==> config.mk <==
export PLATFORM = sky130hd
export DESIGN_NAME = pid_controller_step
export DESIGN_NICKNAME = d
export VERILOG_FILES = /design/src/rtl/pidc_pkg.sv /design/src/rtl/pidc_mul.sv /design/src/rtl/pidc_div.sv /design/src/rtl/pid_controller_step.sv
export SDC_FILE = /design/constraint.sdc
export NUM_CORES = 2
export LEC_CHECK = 0
export BUFFER_PORTS_ARGS = -buffer_cell sky130_fd_sc_hd__buf_2
export CORE_AREA = 2 2 346 348
export CTS_CLUSTER_DIAMETER = 50
export DETAILED_ROUTE_END_ITERATION = 7
export DIE_AREA = 0 0 348 350
export PLACE_DENSITY = 0.72
export SYNTH_ARGS = -nofsm -noshare
export SYNTH_HDL_FRONTEND = slang
export SYNTH_SLANG_ARGS = --single-unit
==> constraint.sdc <==
create_clock -name clk -period 10.9 [get_ports clk]
set_input_delay 1.09 -clock clk [delete_from_list [all_inputs] [get_ports clk]]
set_output_delay 1.09 -clock clk [all_outputs]
set_load 0.005 [all_outputs]
==> src/rtl/pidc_pkg.sv <==
// pidc_pkg: shared widths, register indexes and state types of the pid step
// block. Used by pid_controller_step; the arithmetic units take plain
// parameters.
package pidc_pkg;

  // field widths
  localparam int DATA_W   = 32;
  localparam int LIMIT_W  = 31;
  localparam int PERIOD_W = 16;
  localparam int INTEG_W  = 48;
  localparam int DERIV_W  = 43;

  // serial multiplier: 80-bit multiplicand, 32-bit multiplier
  localparam int MAG_W   = 48;
  localparam int MCAND_W = 80;
  localparam int MPLR_W  = 32;
  localparam int PROD_W  = MCAND_W + MPLR_W;

  // serial divider numerator
  localparam int NUM_W = 48;

  // configuration register indexes
  localparam int CFG_IDX_W = 3;
  localparam logic [CFG_IDX_W-1:0] CFG_GAIN_K   = 3'd0;
  localparam logic [CFG_IDX_W-1:0] CFG_GAIN_P   = 3'd1;
  localparam logic [CFG_IDX_W-1:0] CFG_GAIN_I   = 3'd2;
  localparam logic [CFG_IDX_W-1:0] CFG_GAIN_D   = 3'd3;
  localparam logic [CFG_IDX_W-1:0] CFG_LIMIT    = 3'd4;
  localparam logic [CFG_IDX_W-1:0] CFG_SETPOINT = 3'd5;
  localparam logic [CFG_IDX_W-1:0] CFG_PERIOD   = 3'd6;

  localparam logic [PERIOD_W-1:0] PERIOD_RESET = 16'd10;
  localparam logic [PERIOD_W-1:0] PERIOD_MIN   = 16'd1;

  // milliseconds per second, as multiplier and as divisor
  localparam logic [MPLR_W-1:0]   MS_PER_S     = 32'd1000;
  localparam logic [PERIOD_W-1:0] MS_DIVISOR   = 16'd1000;
  localparam logic [MCAND_W-1:0]  MS_HALF_BIAS = 80'd500;

  // term saturation bounds
  localparam logic [DATA_W-1:0] TERM_POS_MAX = 32'h7FFF_FFFF;
  localparam logic [DATA_W-1:0] TERM_NEG_MAG = 32'h8000_0000;

  // integral saturation bounds
  localparam logic [INTEG_W-1:0] INTEG_MAX = 48'h7FFF_FFFF_FFFF;
  localparam logic [INTEG_W-1:0] INTEG_MIN = 48'h8000_0000_0000;

  typedef enum logic [3:0] {
    S_IDLE,
    S_DMUL,
    S_DDIV,
    S_IMUL,
    S_IDIV,
    S_IUPD,
    S_TMUL1,
    S_TMUL2,
    S_TSAT,
    S_SUM
  } state_t;

  typedef enum logic [1:0] {
    TERM_P,
    TERM_I,
    TERM_D
  } term_t;

endpackage

==> src/rtl/pidc_mul.sv <==
// pidc_mul: radix-4 serial-parallel multiplier, multiplier consumed two bits
// per cycle from a shift register, product low bits shifted into the same
// register. No package dependency.
module pidc_mul #(
  parameter int MW = 80,
  parameter int QW = 32
) (
  input  logic             clk,
  input  logic             rst_n,
  input  logic             start,
  input  logic             half,
  input  logic [MW-1:0]    mcand,
  input  logic [MW-1:0]    bias,
  input  logic [QW-1:0]    mplr,
  output logic             busy,
  output logic             done,
  output logic [MW+QW-1:0] prod
);

  localparam int CW = $clog2(QW / 2);

  logic [MW-1:0] mc_r;
  logic [MW+1:0] mc3_r;
  logic [MW-1:0] hi_r, hi_nxt;
  logic [QW-1:0] lo_r, lo_nxt;
  logic [CW-1:0] cnt_r;
  logic          busy_r;
  logic [MW+1:0] addend, sum;

  // digit times multiplicand, 3x kept from start
  always_comb begin
    case (lo_r[1:0])
      2'd0:    addend = '0;
      2'd1:    addend = {2'b00, mc_r};
      2'd2:    addend = {1'b0, mc_r, 1'b0};
      2'd3:    addend = mc3_r;
      default: addend = '0;
    endcase
  end

  assign sum    = {2'b00, hi_r} + addend;
  assign hi_nxt = sum[MW+1:2];
  assign lo_nxt = {sum[1:0], lo_r[QW-1:2]};

  always_ff @(posedge clk) begin
    if (!rst_n) begin
      busy_r <= 1'b0;
      cnt_r  <= '0;
    end else if (start) begin
      busy_r <= 1'b1;
      cnt_r  <= half ? CW'(QW / 4 - 1) : CW'(QW / 2 - 1);
    end else if (busy_r) begin
      if (cnt_r == '0) begin
        busy_r <= 1'b0;
      end
      cnt_r <= cnt_r - 1'b1;
    end
  end

  always_ff @(posedge clk) begin
    if (start) begin
      mc_r  <= mcand;
      mc3_r <= {2'b00, mcand} + {1'b0, mcand, 1'b0};
      hi_r  <= bias;
      lo_r  <= mplr;
    end else if (busy_r) begin
      hi_r <= hi_nxt;
      lo_r <= lo_nxt;
    end
  end

  assign busy = busy_r;
  assign done = busy_r && (cnt_r == '0);
  assign prod = {hi_r, lo_r};

endmodule

==> src/rtl/pidc_div.sv <==
// pidc_div: restoring divider, one quotient bit per cycle, numerator shifted
// out msb first while quotient bits shift in. No package dependency.
module pidc_div #(
  parameter int NW = 48,
  parameter int DW = 16
) (
  input  logic          clk,
  input  logic          rst_n,
  input  logic          start,
  input  logic [NW-1:0] num,
  input  logic [DW-1:0] den,
  output logic          busy,
  output logic          done,
  output logic [NW-1:0] quo
);

  localparam int CW = $clog2(NW);

  logic [DW-1:0] den_r;
  logic [DW-1:0] rem_r, rem_nxt;
  logic [NW-1:0] qn_r, qn_nxt;
  logic [CW-1:0] cnt_r;
  logic          busy_r;
  logic [DW:0]   trial, diff;
  logic          fits;

  assign trial   = {rem_r, qn_r[NW-1]};
  assign diff    = trial - {1'b0, den_r};
  assign fits    = !diff[DW];
  assign rem_nxt = fits ? diff[DW-1:0] : trial[DW-1:0];
  assign qn_nxt  = {qn_r[NW-2:0], fits};

  always_ff @(posedge clk) begin
    if (!rst_n) begin
      busy_r <= 1'b0;
      cnt_r  <= '0;
    end else if (start) begin
      busy_r <= 1'b1;
      cnt_r  <= CW'(NW - 1);
    end else if (busy_r) begin
      if (cnt_r == '0) begin
        busy_r <= 1'b0;
      end
      cnt_r <= cnt_r - 1'b1;
    end
  end

  always_ff @(posedge clk) begin
    if (start) begin
      den_r <= den;
      rem_r <= '0;
      qn_r  <= num;
    end else if (busy_r) begin
      rem_r <= rem_nxt;
      qn_r  <= qn_nxt;
    end
  end

  assign busy = busy_r;
  assign done = busy_r && (cnt_r == '0);
  assign quo  = qn_r;

endmodule

==> src/rtl/pid_controller_step.sv <==
// pid_controller_step: one pid step per measured sample with output clamp.
// Depends on pidc_pkg, pidc_mul (serial multiplier) and pidc_div (serial
// divider).
//
// usage
// - input channel in_valid / in_stall / in_measured: one signed q16.16 sample
//   per item, taken when in_valid is high and in_stall is low
// - result channel out_valid / out_stall: drive, the three terms and the
//   clamp flag, taken when out_valid is high and out_stall is low
// - config channel cfg_valid / cfg_ready / cfg_index / cfg_data: gains, limit,
//   setpoint and period; writing the setpoint clears the integral
// - steps per item, in order: derivative multiply and divide, integral multiply
//   and divide, integral update, two multiplier passes and a saturation per term, sum
// - that is two divisions, six full and two half radix-4 multiplier passes;
//   no new item is taken until the result is loaded into the output register
// - the result sits in an output register; while the receiver stalls it holds
//   there and a new item is still taken and worked on, and a second result
//   waits inside until the register frees up
// - reset clears state, out_valid, config, integral and previous sample; period is 10
// - cfg writes are taken only while no item is in progress
module pid_controller_step #(
  parameter int FRAC_BITS = 16
) (
  input  logic                                 clk,
  input  logic                                 rst_n,

  input  logic                                 in_valid,
  output logic                                 in_stall,
  input  logic signed [pidc_pkg::DATA_W-1:0]   in_measured,

  output logic                                 out_valid,
  input  logic                                 out_stall,
  output logic signed [pidc_pkg::DATA_W-1:0]   out_drive,
  output logic signed [pidc_pkg::DATA_W-1:0]   out_prop_term,
  output logic signed [pidc_pkg::DATA_W-1:0]   out_integ_term,
  output logic signed [pidc_pkg::DATA_W-1:0]   out_deriv_term,
  output logic                                 out_clamped,

  input  logic                                 cfg_valid,
  output logic                                 cfg_ready,
  input  logic [pidc_pkg::CFG_IDX_W-1:0]       cfg_index,
  input  logic [pidc_pkg::DATA_W-1:0]          cfg_data
);

  import pidc_pkg::*;

  // triple product is shifted right by twice the fraction width
  localparam int TermShift = 2 * FRAC_BITS;
  localparam logic [MCAND_W-1:0] TermBias = MCAND_W'(1) << (TermShift - 1);

  // control state
  state_t state_r, state_nxt;
  term_t  tsel_r;
  logic   out_valid_r;

  // configuration
  logic signed [DATA_W-1:0] gain_k_r, gain_p_r, gain_i_r, gain_d_r, setpt_r;
  logic [LIMIT_W-1:0]       limit_r;
  logic [PERIOD_W-1:0]      period_r;

  // loop state
  logic signed [DATA_W-1:0]  prev_r;
  logic signed [INTEG_W-1:0] integ_r;

  // per item working registers
  logic signed [DATA_W-1:0] meas_r;
  logic [DERIV_W-1:0]       dmag_r;
  logic signed [DATA_W-1:0] pt_r, it_r, dt_r;

  // output register
  logic signed [DATA_W-1:0] drive_r, prop_r, integ_out_r, deriv_out_r;
  logic                     clamped_r;

  // handshakes
  logic in_fire, cfg_fire, load_out;

  // unit hookup
  logic                mul_start, mul_half, mul_busy, mul_done;
  logic [MCAND_W-1:0]  mul_mcand, mul_bias;
  logic [MPLR_W-1:0]   mul_mplr;
  logic [PROD_W-1:0]   mul_prod;
  logic [NUM_W-1:0]    short_prod;
  logic                div_start, div_busy, div_done;
  logic [NUM_W-1:0]    div_num, div_quo;
  logic [PERIOD_W-1:0] div_den;

  // arithmetic helpers
  logic [PERIOD_W-1:0]      per_eff;
  logic [DATA_W:0]          err_w, err_abs, delta_w, delta_abs;
  logic                     err_neg, delta_neg;
  logic [DATA_W-1:0]        err_mag, delta_mag, k_mag, coef_mag;
  logic [INTEG_W-1:0]       integ_abs;
  logic signed [DATA_W-1:0] coef;
  logic [MAG_W-1:0]         x_mag;
  logic                     x_neg, t_neg;
  logic                     rnd_hi_nz;
  logic [DATA_W-1:0]        rnd_low, t_lim, t_mag, t_val;
  logic signed [INTEG_W:0]  integ_sum;
  logic [INTEG_W-1:0]       integ_upd;
  logic signed [DATA_W+1:0] sum_all, lim_ext;
  logic [DATA_W-1:0]        drive_val;
  logic                     clip_val;

  assign in_fire  = in_valid && !in_stall;
  assign cfg_fire = cfg_valid && cfg_ready;

  // a period of zero counts as one millisecond
  assign per_eff = (period_r == '0) ? PERIOD_MIN : period_r;

  // error against setpoint and change of the measurement, 33 bits each
  assign err_w     = {setpt_r[DATA_W-1], setpt_r} - {meas_r[DATA_W-1], meas_r};
  assign err_neg   = err_w[DATA_W];
  assign err_abs   = err_neg ? (~err_w + 1'b1) : err_w;
  assign err_mag   = err_abs[DATA_W-1:0];
  assign delta_w   = {meas_r[DATA_W-1], meas_r} - {prev_r[DATA_W-1], prev_r};
  assign delta_neg = delta_w[DATA_W];
  assign delta_abs = delta_neg ? (~delta_w + 1'b1) : delta_w;
  assign delta_mag = delta_abs[DATA_W-1:0];

  assign integ_abs = integ_r[INTEG_W-1] ? (~integ_r + 1'b1) : integ_r;
  assign k_mag     = gain_k_r[DATA_W-1] ? (~gain_k_r + 1'b1) : gain_k_r;

  // operand and sign of the term being worked on
  always_comb begin
    case (tsel_r)
      TERM_P: begin
        coef  = gain_p_r;
        x_mag = MAG_W'(err_mag);
        x_neg = err_neg;
      end
      TERM_I: begin
        coef  = gain_i_r;
        x_mag = integ_abs;
        x_neg = integ_r[INTEG_W-1];
      end
      TERM_D: begin
        coef  = gain_d_r;
        x_mag = MAG_W'(dmag_r);
        x_neg = delta_neg;
      end
      default: begin
        coef  = '0;
        x_mag = '0;
        x_neg = 1'b0;
      end
    endcase
  end

  assign coef_mag = coef[DATA_W-1] ? (~coef + 1'b1) : coef;
  assign t_neg    = gain_k_r[DATA_W-1] ^ coef[DATA_W-1] ^ x_neg;

  // rounding bias already went in through the multiplier, so just shift,
  // saturate to the 32-bit range and restore the sign
  assign rnd_hi_nz = |mul_prod[PROD_W-1:TermShift+DATA_W];
  assign rnd_low   = mul_prod[TermShift+DATA_W-1:TermShift];
  assign t_lim     = t_neg ? TERM_NEG_MAG : TERM_POS_MAX;
  assign t_mag     = (rnd_hi_nz || (rnd_low > t_lim)) ? t_lim : rnd_low;
  assign t_val     = t_neg ? (~t_mag + 1'b1) : t_mag;

  // half multiplier passes take only the low 16 multiplier bits, so their product sits 16 bits up
  assign short_prod = mul_prod[MPLR_W/2 +: NUM_W];

  // integral plus rounded increment, saturated to 48 bits
  assign integ_sum = err_neg ? ({integ_r[INTEG_W-1], integ_r} - (INTEG_W+1)'(div_quo))
                             : ({integ_r[INTEG_W-1], integ_r} + (INTEG_W+1)'(div_quo));
  always_comb begin
    if (integ_sum[INTEG_W] != integ_sum[INTEG_W-1]) begin
      integ_upd = integ_sum[INTEG_W] ? INTEG_MIN : INTEG_MAX;
    end else begin
      integ_upd = integ_sum[INTEG_W-1:0];
    end
  end

  // sum of terms and symmetric clamp
  assign sum_all = {{2{pt_r[DATA_W-1]}}, pt_r} + {{2{it_r[DATA_W-1]}}, it_r}
                 + {{2{dt_r[DATA_W-1]}}, dt_r};
  assign lim_ext = {3'b000, limit_r};
  always_comb begin
    if (sum_all > lim_ext) begin
      drive_val = lim_ext[DATA_W-1:0];
      clip_val  = 1'b1;
    end else if (sum_all < -lim_ext) begin
      drive_val = (~lim_ext[DATA_W-1:0]) + 1'b1;
      clip_val  = 1'b1;
    end else begin
      drive_val = sum_all[DATA_W-1:0];
      clip_val  = 1'b0;
    end
  end

  // next state
  always_comb begin
    state_nxt = state_r;
    case (state_r)
      S_IDLE:  if (in_fire) state_nxt = S_DMUL;
      S_DMUL:  if (mul_done) state_nxt = S_DDIV;
      S_DDIV:  if (div_done) state_nxt = S_IMUL;
      S_IMUL:  if (mul_done) state_nxt = S_IDIV;
      S_IDIV:  if (div_done) state_nxt = S_IUPD;
      S_IUPD:  state_nxt = S_TMUL1;
      S_TMUL1: if (mul_done) state_nxt = S_TMUL2;
      S_TMUL2: if (mul_done) state_nxt = S_TSAT;
      S_TSAT:  state_nxt = (tsel_r == TERM_D) ? S_SUM : S_TMUL1;
      S_SUM:   if (load_out) state_nxt = S_IDLE;
      default: state_nxt = S_IDLE;
    endcase
  end

  // outputs of the sequencer: unit launches and operand selection;
  // a unit is launched in the first cycle of its state, when it is not busy
  always_comb begin
    mul_start = 1'b0;
    mul_half  = 1'b0;
    mul_mcand = '0;
    mul_mplr  = '0;
    mul_bias  = '0;
    div_start = 1'b0;
    div_num   = short_prod;
    div_den   = per_eff;
    case (state_r)
      S_DMUL: begin
        // |delta| * 1000 + period/2
        mul_start = !mul_busy;
        mul_half  = 1'b1;
        mul_mcand = MCAND_W'(delta_mag);
        mul_mplr  = MS_PER_S;
        mul_bias  = MCAND_W'(per_eff >> 1);
      end
      S_DDIV: begin
        div_start = !div_busy;
        div_den   = per_eff;
      end
      S_IMUL: begin
        // |error| * period + 500
        mul_start = !mul_busy;
        mul_half  = 1'b1;
        mul_mcand = MCAND_W'(err_mag);
        mul_mplr  = MPLR_W'(per_eff);
        mul_bias  = MS_HALF_BIAS;
      end
      S_IDIV: begin
        div_start = !div_busy;
        div_den   = MS_DIVISOR;
      end
      S_TMUL1: begin
        // |x| * |coef|
        mul_start = !mul_busy;
        mul_mcand = MCAND_W'(x_mag);
        mul_mplr  = coef_mag;
      end
      S_TMUL2: begin
        // previous product * |K| plus half an lsb of the result
        mul_start = !mul_busy;
        mul_mcand = mul_prod[MCAND_W-1:0];
        mul_mplr  = k_mag;
        mul_bias  = TermBias;
      end
      default: begin
      end
    endcase
  end

  assign load_out  = (state_r == S_SUM) && (!out_valid_r || !out_stall);
  assign in_stall  = (state_r != S_IDLE);
  assign cfg_ready = (state_r == S_IDLE);

  // control and loop state
  always_ff @(posedge clk) begin
    if (!rst_n) begin
      state_r     <= S_IDLE;
      tsel_r      <= TERM_P;
      out_valid_r <= 1'b0;
      gain_k_r    <= '0;
      gain_p_r    <= '0;
      gain_i_r    <= '0;
      gain_d_r    <= '0;
      limit_r     <= '0;
      setpt_r     <= '0;
      period_r    <= PERIOD_RESET;
      prev_r      <= '0;
      integ_r     <= '0;
    end else begin
      state_r <= state_nxt;

      if (state_r == S_IUPD) begin
        tsel_r <= TERM_P;
      end else if (state_r == S_TSAT) begin
        tsel_r <= (tsel_r == TERM_P) ? TERM_I : TERM_D;
      end

      if (load_out) begin
        out_valid_r <= 1'b1;
      end else if (!out_stall) begin
        out_valid_r <= 1'b0;
      end

      if (state_r == S_IUPD) begin
        integ_r <= integ_upd;
      end

      if (load_out) begin
        prev_r <= meas_r;
      end

      if (cfg_fire) begin
        case (cfg_index)
          CFG_GAIN_K: gain_k_r <= cfg_data;
          CFG_GAIN_P: gain_p_r <= cfg_data;
          CFG_GAIN_I: gain_i_r <= cfg_data;
          CFG_GAIN_D: gain_d_r <= cfg_data;
          CFG_LIMIT:  limit_r  <= cfg_data[LIMIT_W-1:0];
          CFG_SETPOINT: begin
            setpt_r <= cfg_data;
            integ_r <= '0;
          end
          CFG_PERIOD: period_r <= cfg_data[PERIOD_W-1:0];
          default: begin
          end
        endcase
      end
    end
  end

  // payload registers
  always_ff @(posedge clk) begin
    if (in_fire) begin
      meas_r <= in_measured;
    end
    // derivative quotient is still in the divider until the integral division
    if (state_r == S_IMUL) begin
      dmag_r <= div_quo[DERIV_W-1:0];
    end
    if (state_r == S_TSAT) begin
      case (tsel_r)
        TERM_P:  pt_r <= t_val;
        TERM_I:  it_r <= t_val;
        TERM_D:  dt_r <= t_val;
        default: pt_r <= t_val;
      endcase
    end
    if (load_out) begin
      drive_r     <= drive_val;
      prop_r      <= pt_r;
      integ_out_r <= it_r;
      deriv_out_r <= dt_r;
      clamped_r   <= clip_val;
    end
  end

  pidc_mul #(
    .MW(MCAND_W),
    .QW(MPLR_W)
  ) u_mul (
    .clk   (clk),
    .rst_n (rst_n),
    .start (mul_start),
    .half  (mul_half),
    .mcand (mul_mcand),
    .bias  (mul_bias),
    .mplr  (mul_mplr),
    .busy  (mul_busy),
    .done  (mul_done),
    .prod  (mul_prod)
  );

  pidc_div #(
    .NW(NUM_W),
    .DW(PERIOD_W)
  ) u_div (
    .clk   (clk),
    .rst_n (rst_n),
    .start (div_start),
    .num   (div_num),
    .den   (div_den),
    .busy  (div_busy),
    .done  (div_done),
    .quo   (div_quo)
  );

  assign out_valid      = out_valid_r;
  assign out_drive      = drive_r;
  assign out_prop_term  = prop_r;
  assign out_integ_term = integ_out_r;
  assign out_deriv_term = deriv_out_r;
  assign out_clamped    = clamped_r;

endmodule

==> impl_metrics.env <==
export IMPL_place_gp_congestion=0.9769
export IMPL_area_growth_pct=10.61
export IMPL_cts_made_buffers=133
export IMPL_yosys_area_top_type="edfxtp_1"
export IMPL_syn_avg_cell_area_um2=9.304
export IMPL_p_switching_mw=8.561
export IMPL_die_area_um2=121800
export IMPL_cp_arrival_ns=10.51
export IMPL_synth_top_cell_area_share_pct=29.62
export IMPL_first_pass_iters=8
export IMPL_min_path_cells=2
export IMPL_grt_max_degree=113
export IMPL_post_route_min_period_ns=9.924
export IMPL_hold_path_end="gain_d_r[7]"
export IMPL_clock_path_buffers=3
export IMPL_p_int_mw=11.74
export IMPL_reg2reg_to="dt_r[30]"
export IMPL_grt_first_pass_wirelength_mm=299.9
export IMPL_ctsHoldBuffers=0
export IMPL_relSlewSlack_pct=19.42
export IMPL_drt_met1_wl_mm=80.68
export IMPL_drc=0
export IMPL_share_seq_of_total_power_pct=30.1
export IMPL_rsz0062_at_grt="no"
export IMPL_io_pins=204
export IMPL_drive_gt1_share_pct=10.22
export IMPL_mappedNetlistArea_um2=64580
export IMPL_first_iter_violations=5625
export IMPL_fin_tns_setup_ns=0
export IMPL_p_clk_share_pct=21.7
export IMPL_met2_length_mm=87.00
export IMPL_finalCritPeriodShare_pct=91.05
export IMPL_cts_sinks=959
export IMPL_slowest_stage="mux2i_1"
export IMPL_port_buffers=203
export IMPL_cts_root_buffer="clkbuf_16"
export IMPL_min_from="gain_d_r[7]"
export IMPL_maxCapViolations=0
export IMPL_synth_seq_cells=959
export IMPL_avgViaCountPerCell=6.310
export IMPL_crit_buf_inv=2
export IMPL_p_sw_share_pct=42.17
export IMPL_clk_pin_slew_ns=0.06
export IMPL_synth_most_common_cell="nand2_1"
export IMPL_start_util_pct=54.84
export IMPL_fillerInstances=9980
export IMPL_synth_seq_area_share_pct=39.60
export IMPL_drt_wl_total_mm=196.1
export IMPL_path_delay_family="compound AO/OA/AOI/OAI gates"
export IMPL_post_cts_setup_buffers=0
export IMPL_grt_ovfl_total=0
export IMPL_drt_antenna_violating_nets=0
export IMPL_criticalPathCategory="reg -> reg"
export IMPL_start_kind="flop"
export IMPL_max_freq_mhz=100.8
export IMPL_die_w_um=348
export IMPL_hold_viol=0
export IMPL_irDropWorstVdd_mv=0.2533
export IMPL_dp_hpwl_mm=144.1
export IMPL_htreeDepth=4
export IMPL_rr_worst_depth=33
export IMPL_cp_data_required_time_ns=11.49
export IMPL_met3_length_mm=16.82
export IMPL_routedWlPerCell_um=22.64
export IMPL_reg2reg_slack_ns=0.98
export IMPL_synthCells=6941
export IMPL_rows=126
export IMPL_endpoint_kind="flop"
export IMPL_power_density_nw_per_um2=284.2
export IMPL_min_path_type="reg -> reg"
export IMPL_synth_common_cells="nand2_1 (868), edfxtp_1 (637), nor2_1 (450)"
export IMPL_synth_edff_count=637
export IMPL_core_um2=117800
export IMPL_async_reset_ff_share_pct=0
export IMPL_status="completed"
export IMPL_die_y_um=350
export IMPL_synth_ff_type="edfxtp_1"
export IMPL_grt_pass1_vias=51480
export IMPL_antenna_found_initial=1
export IMPL_cts_tree="done"
export IMPL_grt_use_total_pct=31.58
export IMPL_pre_cts_slack_ns=0.9244
export IMPL_crit_path_max_fanout=65
export IMPL_fin_nets=7555
export IMPL_slowest_delay_ns=0.77
export IMPL_clock_skew_ns=0.03106
export IMPL_synth_area_top_cells="edfxtp_1 (30%), dfxtp_1 (10%), ha_1 (8.3%), nand2_1 (5.0%), xnor2_1 (4.3%)"
export IMPL_yosysWarnings=0
export IMPL_dr_max_layer_used="met4"
export IMPL_timing_critical_path_mode_cell="a21oi_1"
export IMPL_synthDistinctLibCells=100
export IMPL_combPwrFrac_pct=48.2
export IMPL_leakagePower_nw=27.86
export IMPL_final_max_slew_viol_count=0
export IMPL_regToRegStartpoint="meas_r[0]"
export IMPL_syn_nets=7482
export IMPL_setup_violations=0
export IMPL_crit_cells=33
export IMPL_setup_ws_ns=0.9756
export IMPL_num_vias=54660
export IMPL_insertion_delay_ns=0.79
export IMPL_worstMarginPinSlew_ns=1.203
## worst min-delay path: cells and delay by family (launching register included)
kind | cells | cell delay [ns]
DFF | 1 | 0.30
and+or+nand+nor | 1 | 0.05
AOI/OAI and AO/OA | 1 | 0.06
## placed cells by master, fill, tap and decap left out, types with 23 or more instances in the layout
cell and count:
a31oi_1 58, nor3_1 128, nor2b_1 65, nand3_1 114, ha_1 428, inv_1 268
dfxtp_1 321, and3_1 46, a21oi_1 441, o21ai_0 387, fa_1 39, mux2_2 133
o31ai_1 60, nand4_1 72, nor4_1 56, a221o_1 23, a21o_1 192, xnor2_1 314
nor2_1 445, a221oi_1 26, buf_4 69, o22ai_1 25, or4_1 25, xor2_1 181
a22o_1 113, o21a_1 81, clkbuf_16 140, or3_1 57, o21bai_1 26, edfxtp_1 637
a211oi_1 87, a222oi_1 67, and2_1 62, nand2_1 868, o211ai_1 35, buf_2 202
a21boi_0 250, nand2b_1 78, mux2i_1 49, or2_2 34
## through the flow
step                hold slack, ns  power, mW  instance area [um2]  util (%)  instances
floorplan                   0.4429      13.24                64580         -       6941
CTS                         0.4523      20.20                71430     60.65       8659
detailed placement          0.4565      15.74                66930     56.83       8415
global route                0.4715      21.57                71430     60.65       8659
finish                      0.4627      20.30                71430     60.66       8661
global placement            0.4505      15.53                66930     56.83       8415
## cell families (layout without fill, tap and decap cells)
kind of cell             Yosys count  in the layout  share of synthesized area [%]
buffers and inverters            607            789                          3.573
flip-flops                       959            959                          39.60
XOR/XNOR                         496            496                          6.727
AND/OR/NAND/NOR                 2135           2135                          15.44
multiplexers                     182            182                          3.079
other                              0              2                              0
adder cells (fa/ha/maj)          469            469                          9.540
AO/OA/AOI/OAI                   2093           2093                          22.05
## power groups by stage
stage,Sequential (mW),Combinational [mW],Clock [mW]
CTS,6.08,9.66,4.45
global route,6.17,10.8,4.60
floorplan,5.80,7.44,0
finish,6.10,9.79,4.41
detailed placement,6.15,9.59,0
global placement,6.13,9.40,0
## sequential cells by signal, summed over array words and instances, names as in the netlist, 43 cells and up
signal and cells:
dmag_r 43, integ_r 48, u_div.quo 48, u_mul.hi_r 80
u_mul.mc3_r 82, u_mul.mc_r 79
## how the worst max path moves through the flow
stage / from / end / slack (ns)
finish: meas_r[0] / dt_r[30] / 0.98
detailed placement: meas_r[0] / dt_r[30] / 0.92
global route: meas_r[0] / dt_r[30] / 0.24
global placement: meas_r[0] / dt_r[30] / 1.23
CTS: meas_r[0] / dt_r[30] / 0.87
floorplan: meas_r[0] / dt_r[30] / 3.16
## cell type report
class	instances	area, um2	area share [%]
diodes	2	5.005	0.007006
inverters	273	1040	1.456
repair buffers	272	1540	2.156
clock buffers	161	3622	5.071
clock inverters	83	872.1	1.221
multi-input cells	5375	36860	51.60
flip-flops and latches	959	25580	35.80
well taps	1536	1922	2.690
## routing by layer
metal | GRT usage [%] | vias to the layer above
met5 | 0 | -
met4 | 17.38 | 0
met3 | 5.794 | 468
met2 | 49.42 | 2334
met1 | 41.44 | 26010
li1 | - | 25840
## timing repair
action                                  4_1_cts  5_1_grt
resized for setup                             0        2
endpoints found under the hold margin         0        0
endpoints found under the setup margin        0        3
Power figures use the tool's default switching activity.
